File: config.mk
export PLATFORM = sky130hd
export DESIGN_NAME = serial_command_frame_parser
export DESIGN_NICKNAME = d
export VERILOG_FILES = /design/src/sv/scfp_pkg.sv /design/src/sv/scfp_front.sv /design/src/sv/scfp_queue.sv /design/src/sv/scfp_back.sv /design/src/sv/serial_command_frame_parser.sv
export VERILOG_INCLUDE_DIRS = /design/src /design/src/sv
export SDC_FILE = /design/constraint.sdc
export NUM_CORES = 1
export LEC_CHECK = 0
export BUFFER_PORTS_ARGS = -buffer_cell sky130_fd_sc_hd__buf_2
export CAP_MARGIN = 20
export CORE_MARGIN = 1.5
export CORE_UTILIZATION = 50
export CTS_CLUSTER_SIZE = 28
export DETAILED_ROUTE_END_ITERATION = 10
export GPL_ROUTABILITY_DRIVEN = 0
export GPL_TIMING_DRIVEN = 1
export MAX_ROUTING_LAYER = met4
export PLACE_DENSITY = 0.75
export SLEW_MARGIN = 10
export SYNTH_ARGS = -nofsm -noshare
export SYNTH_HDL_FRONTEND = slang
export SYNTH_SLANG_ARGS = --single-unit
File: constraint.sdc
create_clock -name clk -period 13.95 [get_ports clk]
set_input_delay 2.79 -clock clk [delete_from_list [all_inputs] [get_ports clk]]
set_output_delay 2.79 -clock clk [all_outputs]
set_load 0.05 [all_outputs]
File: src/sv/serial_command_frame_parser_macros.svh
// Assertion macros shared by the frame parser modules.
`ifndef SERIAL_COMMAND_FRAME_PARSER_MACROS_SVH
`define SERIAL_COMMAND_FRAME_PARSER_MACROS_SVH

`ifndef SYNTHESIS

// Check a property on every clock edge outside reset.
`define SCFP_ASSERT(lbl, prop, msg) \
	lbl: assert property (@(posedge clk) disable iff (!arst_n) (prop)) else $error(msg);

// Check that a condition in one cycle gives a consequence in the next.
`define SCFP_ASSERT_NEXT(lbl, ante, cons, msg) \
	lbl: assert property (@(posedge clk) disable iff (!arst_n) (ante) |=> (cons)) \
		else $error(msg);

`else

`define SCFP_ASSERT(lbl, prop, msg)
`define SCFP_ASSERT_NEXT(lbl, ante, cons, msg)

`endif

`endif

File: src/sv/scfp_pkg.sv
// Shared types and constants of the serial command frame parser.
`default_nettype none

package scfp_pkg;

	localparam int CAPTURE_BYTES = 10;
	localparam int CAP_IDX_W     = $clog2(CAPTURE_BYTES);
	localparam int NUM_FIELDS    = 5;
	localparam int FIELD_IDX_W   = 3;
	localparam int QUEUE_DEPTH   = 2;
	localparam int QUEUE_PTR_W   = (QUEUE_DEPTH > 1) ? $clog2(QUEUE_DEPTH) : 1;
	localparam int QUEUE_CNT_W   = $clog2(QUEUE_DEPTH + 1);

	localparam logic [7:0] HEADER_BYTE = 8'hAA;
	localparam logic [7:0] MAX_LEN     = 8'd250;
	localparam logic [7:0] CODE_WORDS  = 8'h80;
	localparam logic [7:0] CODE_MIXED  = 8'h82;
	localparam logic [7:0] CODE_PAIR   = 8'h90;

	localparam logic [7:0] CFG_OWN_ADDR   = 8'd0;
	localparam logic [7:0] CFG_BCAST_ADDR = 8'd1;

	typedef enum logic [1:0] {
		ST_FIELD   = 2'd0,
		ST_NOFIELD = 2'd1,
		ST_CKFAIL  = 2'd2
	} status_t;

	// One finished frame, ready to be expanded into result beats.
	typedef struct packed {
		status_t                          status;
		logic [7:0]                       code;
		logic [FIELD_IDX_W-1:0]           count;
		logic [NUM_FIELDS-1:0][15:0]      value;
	} job_t;

endpackage

`default_nettype wire

File: src/sv/scfp_front.sv
// Frame parser front: tracks frame bytes, checksums and payload; one job per accepted frame.
`default_nettype none

module scfp_front (
	input  wire logic         clk,
	input  wire logic         arst_n,
	input  wire logic         in_valid,
	output logic              in_ready,
	input  wire logic [7:0]   rx_byte,
	input  wire logic         cfg_valid,
	input  wire logic [7:0]   cfg_index,
	input  wire logic [7:0]   cfg_data,
	input  wire logic         push_ready,
	output logic              push_valid,
	output scfp_pkg::job_t    push_job
);
	import scfp_pkg::*;

	typedef enum logic [2:0] {
		PH_IDLE  = 3'd0,
		PH_DEST  = 3'd1,
		PH_CODE  = 3'd2,
		PH_LEN   = 3'd3,
		PH_DATA  = 3'd4,
		PH_SUM   = 3'd5,
		PH_ADDON = 3'd6
	} phase_t;

	phase_t     phase_q;
	logic [7:0] left_q;
	logic [7:0] pos_q;
	logic [7:0] sum_q;
	logic [7:0] sos_q;
	logic [7:0] code_q;
	logic [7:0] sum_byte_q;
	logic [7:0] own_q;
	logic [7:0] bcast_q;
	logic [7:0] cap_q [CAPTURE_BYTES];

	logic       accept;
	logic [7:0] sum_nx;
	logic [7:0] sos_nx;
	logic       ck_ok;

	// Only the add-on byte needs room in the job queue.
	assign in_ready   = (phase_q != PH_ADDON) || push_ready;
	assign accept     = in_valid && in_ready;
	assign push_valid = accept && (phase_q == PH_ADDON);

	assign sum_nx = sum_q + rx_byte;
	assign sos_nx = sos_q + sum_nx;
	assign ck_ok  = (sum_q == sum_byte_q) && (sos_q == rx_byte);

	always_comb begin
		push_job        = '0;
		push_job.code   = code_q;
		push_job.count  = FIELD_IDX_W'(1);
		push_job.status = ST_NOFIELD;
		if (!ck_ok) begin
			push_job.status = ST_CKFAIL;
		end else begin
			unique case (code_q)
				CODE_WORDS: begin
					push_job.status = ST_FIELD;
					push_job.count  = FIELD_IDX_W'(NUM_FIELDS);
					for (int i = 0; i < NUM_FIELDS; i++) begin
						push_job.value[i] = {cap_q[2*i], cap_q[2*i+1]};
					end
				end
				CODE_MIXED: begin
					push_job.status = ST_FIELD;
					push_job.count  = FIELD_IDX_W'(NUM_FIELDS);
					for (int i = 0; i < NUM_FIELDS - 1; i++) begin
						push_job.value[i] = {8'h00, cap_q[i]};
					end
					push_job.value[NUM_FIELDS-1] = {cap_q[4], cap_q[5]};
				end
				CODE_PAIR: begin
					push_job.status   = ST_FIELD;
					push_job.count    = FIELD_IDX_W'(2);
					push_job.value[0] = {8'h00, cap_q[0]};
					push_job.value[1] = {8'h00, cap_q[1]};
				end
				default: begin
					push_job.status = ST_NOFIELD;
				end
			endcase
		end
	end

	always_ff @(posedge clk or negedge arst_n) begin
		if (!arst_n) begin
			phase_q    <= PH_IDLE;
			left_q     <= '0;
			pos_q      <= '0;
			sum_q      <= '0;
			sos_q      <= '0;
			code_q     <= '0;
			sum_byte_q <= '0;
			own_q      <= 8'h00;
			bcast_q    <= 8'hFF;
			for (int i = 0; i < CAPTURE_BYTES; i++) begin
				cap_q[i] <= '0;
			end
		end else begin
			if (cfg_valid) begin
				unique case (cfg_index)
					CFG_OWN_ADDR:   own_q   <= cfg_data;
					CFG_BCAST_ADDR: bcast_q <= cfg_data;
					default: ;
				endcase
			end
			if (accept) begin
				unique case (phase_q)
					PH_IDLE: begin
						if (rx_byte == HEADER_BYTE) begin
							sum_q   <= rx_byte;
							sos_q   <= rx_byte;
							pos_q   <= '0;
							left_q  <= '0;
							phase_q <= PH_DEST;
							for (int i = 0; i < CAPTURE_BYTES; i++) begin
								cap_q[i] <= '0;
							end
						end
					end
					PH_DEST: begin
						if (rx_byte == own_q || rx_byte == bcast_q) begin
							sum_q   <= sum_nx;
							sos_q   <= sos_nx;
							phase_q <= PH_CODE;
						end else begin
							phase_q <= PH_IDLE;
						end
					end
					PH_CODE: begin
						code_q  <= rx_byte;
						sum_q   <= sum_nx;
						sos_q   <= sos_nx;
						phase_q <= PH_LEN;
					end
					PH_LEN: begin
						if (rx_byte < MAX_LEN) begin
							sum_q   <= sum_nx;
							sos_q   <= sos_nx;
							left_q  <= rx_byte;
							pos_q   <= '0;
							phase_q <= (rx_byte == 8'd0) ? PH_SUM : PH_DATA;
						end else begin
							phase_q <= PH_IDLE;
						end
					end
					PH_DATA: begin
						sum_q <= sum_nx;
						sos_q <= sos_nx;
						// bytes past the capture window only feed the checksums
						if (pos_q < 8'(CAPTURE_BYTES)) begin
							cap_q[pos_q[CAP_IDX_W-1:0]] <= rx_byte;
						end
						pos_q  <= pos_q + 8'd1;
						left_q <= left_q - 8'd1;
						if (left_q == 8'd1) begin
							phase_q <= PH_SUM;
						end
					end
					PH_SUM: begin
						sum_byte_q <= rx_byte;
						phase_q    <= PH_ADDON;
					end
					PH_ADDON: begin
						phase_q <= PH_IDLE;
					end
					default: begin
						phase_q <= PH_IDLE;
					end
				endcase
			end
		end
	end

endmodule

`default_nettype wire

File: src/sv/scfp_queue.sv
// Short job queue between the parser front and the result back end.
`default_nettype none

`include "serial_command_frame_parser_macros.svh"

module scfp_queue (
	input  wire logic            clk,
	input  wire logic            arst_n,
	input  wire logic            push_valid,
	output logic                 push_ready,
	input  wire scfp_pkg::job_t  push_job,
	output logic                 pop_valid,
	input  wire logic            pop_ready,
	output scfp_pkg::job_t       pop_job
);
	import scfp_pkg::*;

	job_t                   mem_q [QUEUE_DEPTH];
	logic [QUEUE_PTR_W-1:0] wr_ptr_q;
	logic [QUEUE_PTR_W-1:0] rd_ptr_q;
	logic [QUEUE_CNT_W-1:0] count_q;
	logic                   do_push;
	logic                   do_pop;

	assign push_ready = (count_q != QUEUE_CNT_W'(QUEUE_DEPTH));
	assign pop_valid  = (count_q != '0);
	assign pop_job    = mem_q[rd_ptr_q];
	assign do_push    = push_valid && push_ready;
	assign do_pop     = pop_valid && pop_ready;

	always_ff @(posedge clk) begin
		if (do_push) begin
			mem_q[wr_ptr_q] <= push_job;
		end
	end

	always_ff @(posedge clk or negedge arst_n) begin
		if (!arst_n) begin
			wr_ptr_q <= '0;
			rd_ptr_q <= '0;
			count_q  <= '0;
		end else begin
			if (do_push) begin
				wr_ptr_q <= (wr_ptr_q == QUEUE_PTR_W'(QUEUE_DEPTH - 1)) ? '0 : wr_ptr_q + 1'b1;
			end
			if (do_pop) begin
				rd_ptr_q <= (rd_ptr_q == QUEUE_PTR_W'(QUEUE_DEPTH - 1)) ? '0 : rd_ptr_q + 1'b1;
			end
			if (do_push && !do_pop) begin
				count_q <= count_q + 1'b1;
			end else if (do_pop && !do_push) begin
				count_q <= count_q - 1'b1;
			end
		end
	end

	`SCFP_ASSERT(a_no_push_when_full, push_valid |-> push_ready, "job pushed into a full queue")
	`SCFP_ASSERT_NEXT(a_push_visible, do_push, pop_valid, "pushed job not visible at the head")

endmodule

`default_nettype wire

File: src/sv/scfp_back.sv
// Result back end: expands each queued job into result beats through an output register.
`default_nettype none

`include "serial_command_frame_parser_macros.svh"

module scfp_back (
	input  wire logic            clk,
	input  wire logic            arst_n,
	input  wire logic            pop_valid,
	output logic                 pop_ready,
	input  wire scfp_pkg::job_t  pop_job,
	output logic                 out_valid,
	input  wire logic            out_ready,
	output logic [1:0]           status,
	output logic [7:0]           frame_code,
	output logic [2:0]           field_index,
	output logic [15:0]          field_value,
	output logic                 last
);
	import scfp_pkg::*;

	logic [FIELD_IDX_W-1:0] k_q;
	logic                   valid_q;
	status_t                status_q;
	logic [7:0]             code_q;
	logic [FIELD_IDX_W-1:0] index_q;
	logic [15:0]            value_q;
	logic                   last_q;
	logic                   load;
	logic                   final_beat;

	assign load       = pop_valid && (!valid_q || out_ready);
	assign final_beat = (k_q == pop_job.count - 1'b1);
	// Drop the job once its final beat moves into the output register.
	assign pop_ready  = load && final_beat;

	assign out_valid   = valid_q;
	assign status      = status_q;
	assign frame_code  = code_q;
	assign field_index = index_q;
	assign field_value = value_q;
	assign last        = last_q;

	always_ff @(posedge clk) begin
		if (load) begin
			status_q <= pop_job.status;
			code_q   <= pop_job.code;
			index_q  <= k_q;
			value_q  <= pop_job.value[k_q];
			last_q   <= final_beat;
		end
	end

	always_ff @(posedge clk or negedge arst_n) begin
		if (!arst_n) begin
			valid_q <= 1'b0;
			k_q     <= '0;
		end else begin
			if (load) begin
				valid_q <= 1'b1;
				k_q     <= final_beat ? '0 : k_q + 1'b1;
			end else if (out_ready) begin
				valid_q <= 1'b0;
			end
		end
	end

	`SCFP_ASSERT(a_k_in_range, pop_valid |-> (k_q < pop_job.count), "field counter past job end")
	`SCFP_ASSERT(a_single_beat_last, (valid_q && status_q != ST_FIELD) |-> last_q,
		"fieldless result not marked last")

endmodule

`default_nettype wire

File: src/sv/serial_command_frame_parser.sv
// Top level of the serial command frame parser.
//
//   channel   direction  handshake              payload
//   input     in         in_valid / in_ready    rx_byte
//   result    out        out_valid / out_ready  status, frame_code, field_index,
//                                               field_value, last
//   config    in         cfg_valid / cfg_ready  cfg_index, cfg_data
//
// One byte is taken per cycle while in_ready is high; the parser front updates its state in that cycle.
// The add-on byte of a frame waits only while the two-entry job queue is full.
// The back end sends one result per cycle from its output register while out_ready is high,
// one to five per frame; a frame's results follow its add-on byte through the job queue.
// Reset is asynchronous; it leaves the parser idle with control registers at their defaults.
// Configuration writes are always taken.
`default_nettype none

module serial_command_frame_parser (
	input  wire logic         clk,
	input  wire logic         arst_n,
	input  wire logic         in_valid,
	output logic              in_ready,
	input  wire logic [7:0]   rx_byte,
	output logic              out_valid,
	input  wire logic         out_ready,
	output logic [1:0]        status,
	output logic [7:0]        frame_code,
	output logic [2:0]        field_index,
	output logic [15:0]       field_value,
	output logic              last,
	input  wire logic         cfg_valid,
	output logic              cfg_ready,
	input  wire logic [7:0]   cfg_index,
	input  wire logic [7:0]   cfg_data
);
	import scfp_pkg::*;

	logic push_valid;
	logic push_ready;
	job_t push_job;
	logic pop_valid;
	logic pop_ready;
	job_t pop_job;

	assign cfg_ready = 1'b1;

	scfp_front u_front (
		.clk        (clk),
		.arst_n     (arst_n),
		.in_valid   (in_valid),
		.in_ready   (in_ready),
		.rx_byte    (rx_byte),
		.cfg_valid  (cfg_valid),
		.cfg_index  (cfg_index),
		.cfg_data   (cfg_data),
		.push_ready (push_ready),
		.push_valid (push_valid),
		.push_job   (push_job)
	);

	scfp_queue u_queue (
		.clk        (clk),
		.arst_n     (arst_n),
		.push_valid (push_valid),
		.push_ready (push_ready),
		.push_job   (push_job),
		.pop_valid  (pop_valid),
		.pop_ready  (pop_ready),
		.pop_job    (pop_job)
	);

	scfp_back u_back (
		.clk         (clk),
		.arst_n      (arst_n),
		.pop_valid   (pop_valid),
		.pop_ready   (pop_ready),
		.pop_job     (pop_job),
		.out_valid   (out_valid),
		.out_ready   (out_ready),
		.status      (status),
		.frame_code  (frame_code),
		.field_index (field_index),
		.field_value (field_value),
		.last        (last)
	);

endmodule

`default_nettype wire

==> flow_summary_export.csv <==
group,metric,value,unit
run_status,outcome,"complete, no violations",
power_and_ir_drop,total_power,3.08,mW
global_route,grt_first_pass_wirelength,56000,um
power_and_ir_drop,power_frac_seq,43.1,%
detailed_routing,drtIter0Drc,983,
min_path,hold_class,"flop to flop",
logic_synthesis,synth_edf_count,216,
floorplanning,die_height,183,um
setup_path,cp_data_arrival_time,5.79,ns
setup_path,crit_top_cell,"sky130_fd_sc_hd__ha_1",
setup_path,timing.critical_path.slowest_stage_cell,"sky130_fd_sc_hd__a2111oi_0",
cts,ctsHoldBuffers,0,
setup_path,worstPathCellList,"buf_2 -> ha_1 -> fa_1 -> a21o_1 -> a21oi_1 -> xnor2_1 -> ha_1 -> inv_1 -> nor2_1 -> a2111oi_0 -> o21ai_0 -> mux2_2 -> o211a_1",
timing,fin_skew,0.0249,ns
floorplanning,chipWidth,183,um
detailed_routing,overall_via_count_from_detail_route,10100,
logic_synthesis,synth_most_common_cell,"sky130_fd_sc_hd__edfxtp_1",
power_and_ir_drop,switchingPower,0.960,mW
cts,clk-insertion-delay-late,0.55,ns
detailed_routing,detail_route.first_pass.iterations,5,
logic_synthesis,yosysSeqAreaShare,63.8,%
timing,finalSetupViolCount,0,
global_route,grt_usage,22.1,%
timing,whs,0.473,ns
setup_path,worstPathRequired,14.37,ns
global_route,first_global_vias,10100,
logic_synthesis,ys_ff_latch,371,
finish,ratio_of_cells_with_drive_above_1_in_the_final_layout,19.5,%
setup_path,worst-setup-path-type,"primary input to flop",
logic_synthesis,post_synth_num_cell_types,62,
timing,final.period_utilization,38.5,%
global_route,largest_net_degree_at_the_start_of_global_routing,87,
floorplanning,num_io_pins,62,
detailed_routing,post_route_drc_violation_count,0,
power_and_ir_drop,netSwitchingFraction,31.2,%
cts,cts.path.max_buffers,3,
floorplanning,start_util,51.1,%
detailed_routing,detail_route.wirelength,35000,um
place,placed_area,16900,um^2
finish,n_antenna_cell,0,
power_and_ir_drop,pwr-share-clk,33.0,%
timing,final_critical_period,5.37,ns
finish,post-route-util,57.4,%
cts,cts-resized-gates,0,
cts,post_cts_buffers,0,
setup_path,setup.worst_path.start_class,"primary input",
cts,clk_root_buffer_cell,"sky130_fd_sc_hd__clkbuf_16",
timing,clock.fmax,0.186,GHz
global_route,grt_overflow,0,
cts,tritoncts,"done",
setup_path,cpPeakStageDelay,0.57,ns
logic_synthesis,synth.cells.most_frequent,"sky130_fd_sc_hd__edfxtp_1 (216), sky130_fd_sc_hd__nand2_1 (151), sky130_fd_sc_hd__dfrtp_1 (147)",
power_and_ir_drop,leakagePower,7.19,nW
power_and_ir_drop,irDropWorstVdd,0.000161,V
global_route,antenna_found_initial,0,
cts,numCtsBuffers,39,
logic_synthesis,postSynthAreaPerCell,13.3,um^2
cts,cts_num_sinks,371,
place,place_inst,1668,
cts,clock_transition_at_the_register_clock_pins_on_the_worst_setup_and_hold_paths_after_cts,0.06,ns
floorplanning,std_cell_rows,65,
timing,report.final.hold_viol_count,0,
detailed_routing,detail-route-antenna-nets,0,
timing,max_slew_margin,29.9,%
floorplanning,design.die.area,33600,um^2
finish,layout.cell_area.non_filler,18300,um^2
place,port_buffers,60,
detailed_routing,routedWlPerCell,20.1,um
power_and_ir_drop,p_int,2.12,mW
logic_synthesis,synth_area_leaders,"sky130_fd_sc_hd__edfxtp_1 (40%), sky130_fd_sc_hd__dfrtp_1 (23%), sky130_fd_sc_hd__mux4_2 (4.4%)",
logic_synthesis,synth_top_flop_cell,"sky130_fd_sc_hd__edfxtp_1",
finish,final_net_count,1331,
setup_path,crit_buf_inv,2,
power_and_ir_drop,power_density,168,nW/um^2
logic_synthesis,mappedNetlistArea,16300,um^2
setup_path,cpLargestDelayFamily,"compound AO/OA/AOI/OAI gates",
place,detailedPlacementHpwl,22700,um
flow_run,timing.max_cap.violations,0,
logic_synthesis,synth_warnings,0,
timing,tightestPinTransition,1.05,ns
logic_synthesis,synth_largest_area_cell,"sky130_fd_sc_hd__edfxtp_1",
timing,setup_repair_after_global_routing_missed_its_margin,"false",
setup_path,critical_path.endpoint_type,"flop",
timing,setup_total_negative_slack,0,ns
finish,area_delta_synth_final,12.2,%
logic_synthesis,asyncSetResetFlopFracSynth,41.8,%
finish,stdcell_count,1742,
finish,fill_cells,2446,
power_and_ir_drop,power_frac_comb,23.9,%
logic_synthesis,syn_nets,1274,
place,place_ws,8.02,ns
floorplanning,core_area,31800,um^2
timing,timing.final.max_slew_violations,0,
logic_synthesis,yosys.area.top_type_share,39.9,%
timing,worst_slack,8.58,ns
detailed_routing,vias_per_cell,5.81,
setup_path,worstPathMaxFanout,12,
logic_synthesis,postSynthCellCount,1219,
cts,htreeDepth,2,
[routing by layer]
metal	wire length, um	track usage [%]
met3	1980	3.10
met4	1110	8.20
met1	14700	28.8
met5	0	-
met2	17200	35.6
[cell type report]
type | instances | area, um^2 | share of cell area, %
inverter | 16 | 60.1 | 0.329
multi-input combinational | 774 | 5570 | 30.5
tap | 435 | 544 | 2.98
sequential | 371 | 10400 | 56.8
clock buffer | 57 | 1130 | 6.21
clock inverter | 15 | 141 | 0.774
timing repair buffer | 74 | 432 | 2.36
[cells by family (layout without fill, tap and decap cells)]
logic type / Yosys count / after routing / synth area share (%)
compound gates: 247 / 247 / 9.70
other cells: 1 / 1 / 0.0231
fa+ha+maj: 26 / 26 / 2.09
flops: 371 / 371 / 63.8
xor+xnor: 54 / 54 / 2.91
simple gates: 333 / 333 / 9.49
mux: 113 / 113 / 9.89
buf+inv: 74 / 162 / 2.10
[placed cells by master (no fill, tap or decap), types with 19 or more instances in the layout]
cell type                   count
sky130_fd_sc_hd__a21oi_1       32
sky130_fd_sc_hd__a22o_1        32
sky130_fd_sc_hd__a22oi_1       20
sky130_fd_sc_hd__and2_1        36
sky130_fd_sc_hd__buf_2         59
sky130_fd_sc_hd__clkbuf_16     39
sky130_fd_sc_hd__dfrtp_1      146
sky130_fd_sc_hd__edfxtp_1     216
sky130_fd_sc_hd__ha_1          24
sky130_fd_sc_hd__mux2_2        62
sky130_fd_sc_hd__mux2i_1       19
sky130_fd_sc_hd__mux4_2        32
sky130_fd_sc_hd__nand2_1      151
sky130_fd_sc_hd__nor2_1        76
sky130_fd_sc_hd__o21ai_0      104
sky130_fd_sc_hd__xnor2_1       29
sky130_fd_sc_hd__xor2_1        25
[path summary, 6_finish.rpt]
| check | cells past startpoint | endpoint | start | slack, ns |
|---|---|---|---|---|
| hold / removal | 2 | u_front.cap_q[24] | u_front.cap_q[24] | 0.47 |
| setup reg to reg | 12 | u_front.sos_q[7] | u_front.sum_q[0] | 10.67 |
| hold reg to reg | 2 | u_front.cap_q[24] | u_front.cap_q[24] | 0.47 |
| setup / recovery | 13 | u_front.sos_q[7] | rx_byte[0] | 8.58 |
| max in group asynchronous | 2 | u_front.cap_q[37] | arst_n | 10.30 |
| min in group asynchronous | 1 | u_front.sos_q[7] | arst_n | 2.31 |
[worst min-delay path, cell delays in order, from the launching register on]
cell and delay [ns]:
sky130_fd_sc_hd__dfrtp_1 0.33, sky130_fd_sc_hd__nand2_1 0.04, sky130_fd_sc_hd__o21ai_0 0.06
[flip-flops by register name, summed over array words and instances (netlist names), 8 cells and up]
signal	flops
u_front.cap_q	80
u_back.field_value	16
u_front.code_q	8
u_front.sum_q	8
u_back.frame_code	8
u_front.sum_byte_q	8
u_queue.mem_q	186
u_front.pos_q	8
u_front.left_q	8
u_front.own_q	8
u_front.bcast_q	8
u_front.sos_q	8
[power groups by stage]
stage	Sequential [mW]	Combinational, mW	Clock (mW)
after floorplan	1.35	0.555	0
after global placement	1.35	0.706	0
after detailed placement	1.35	0.721	0
after CTS	1.33	0.726	1.03
after global routing	1.34	0.820	1.08
final	1.32	0.736	1.01
(Power assumes the default switching activity.)
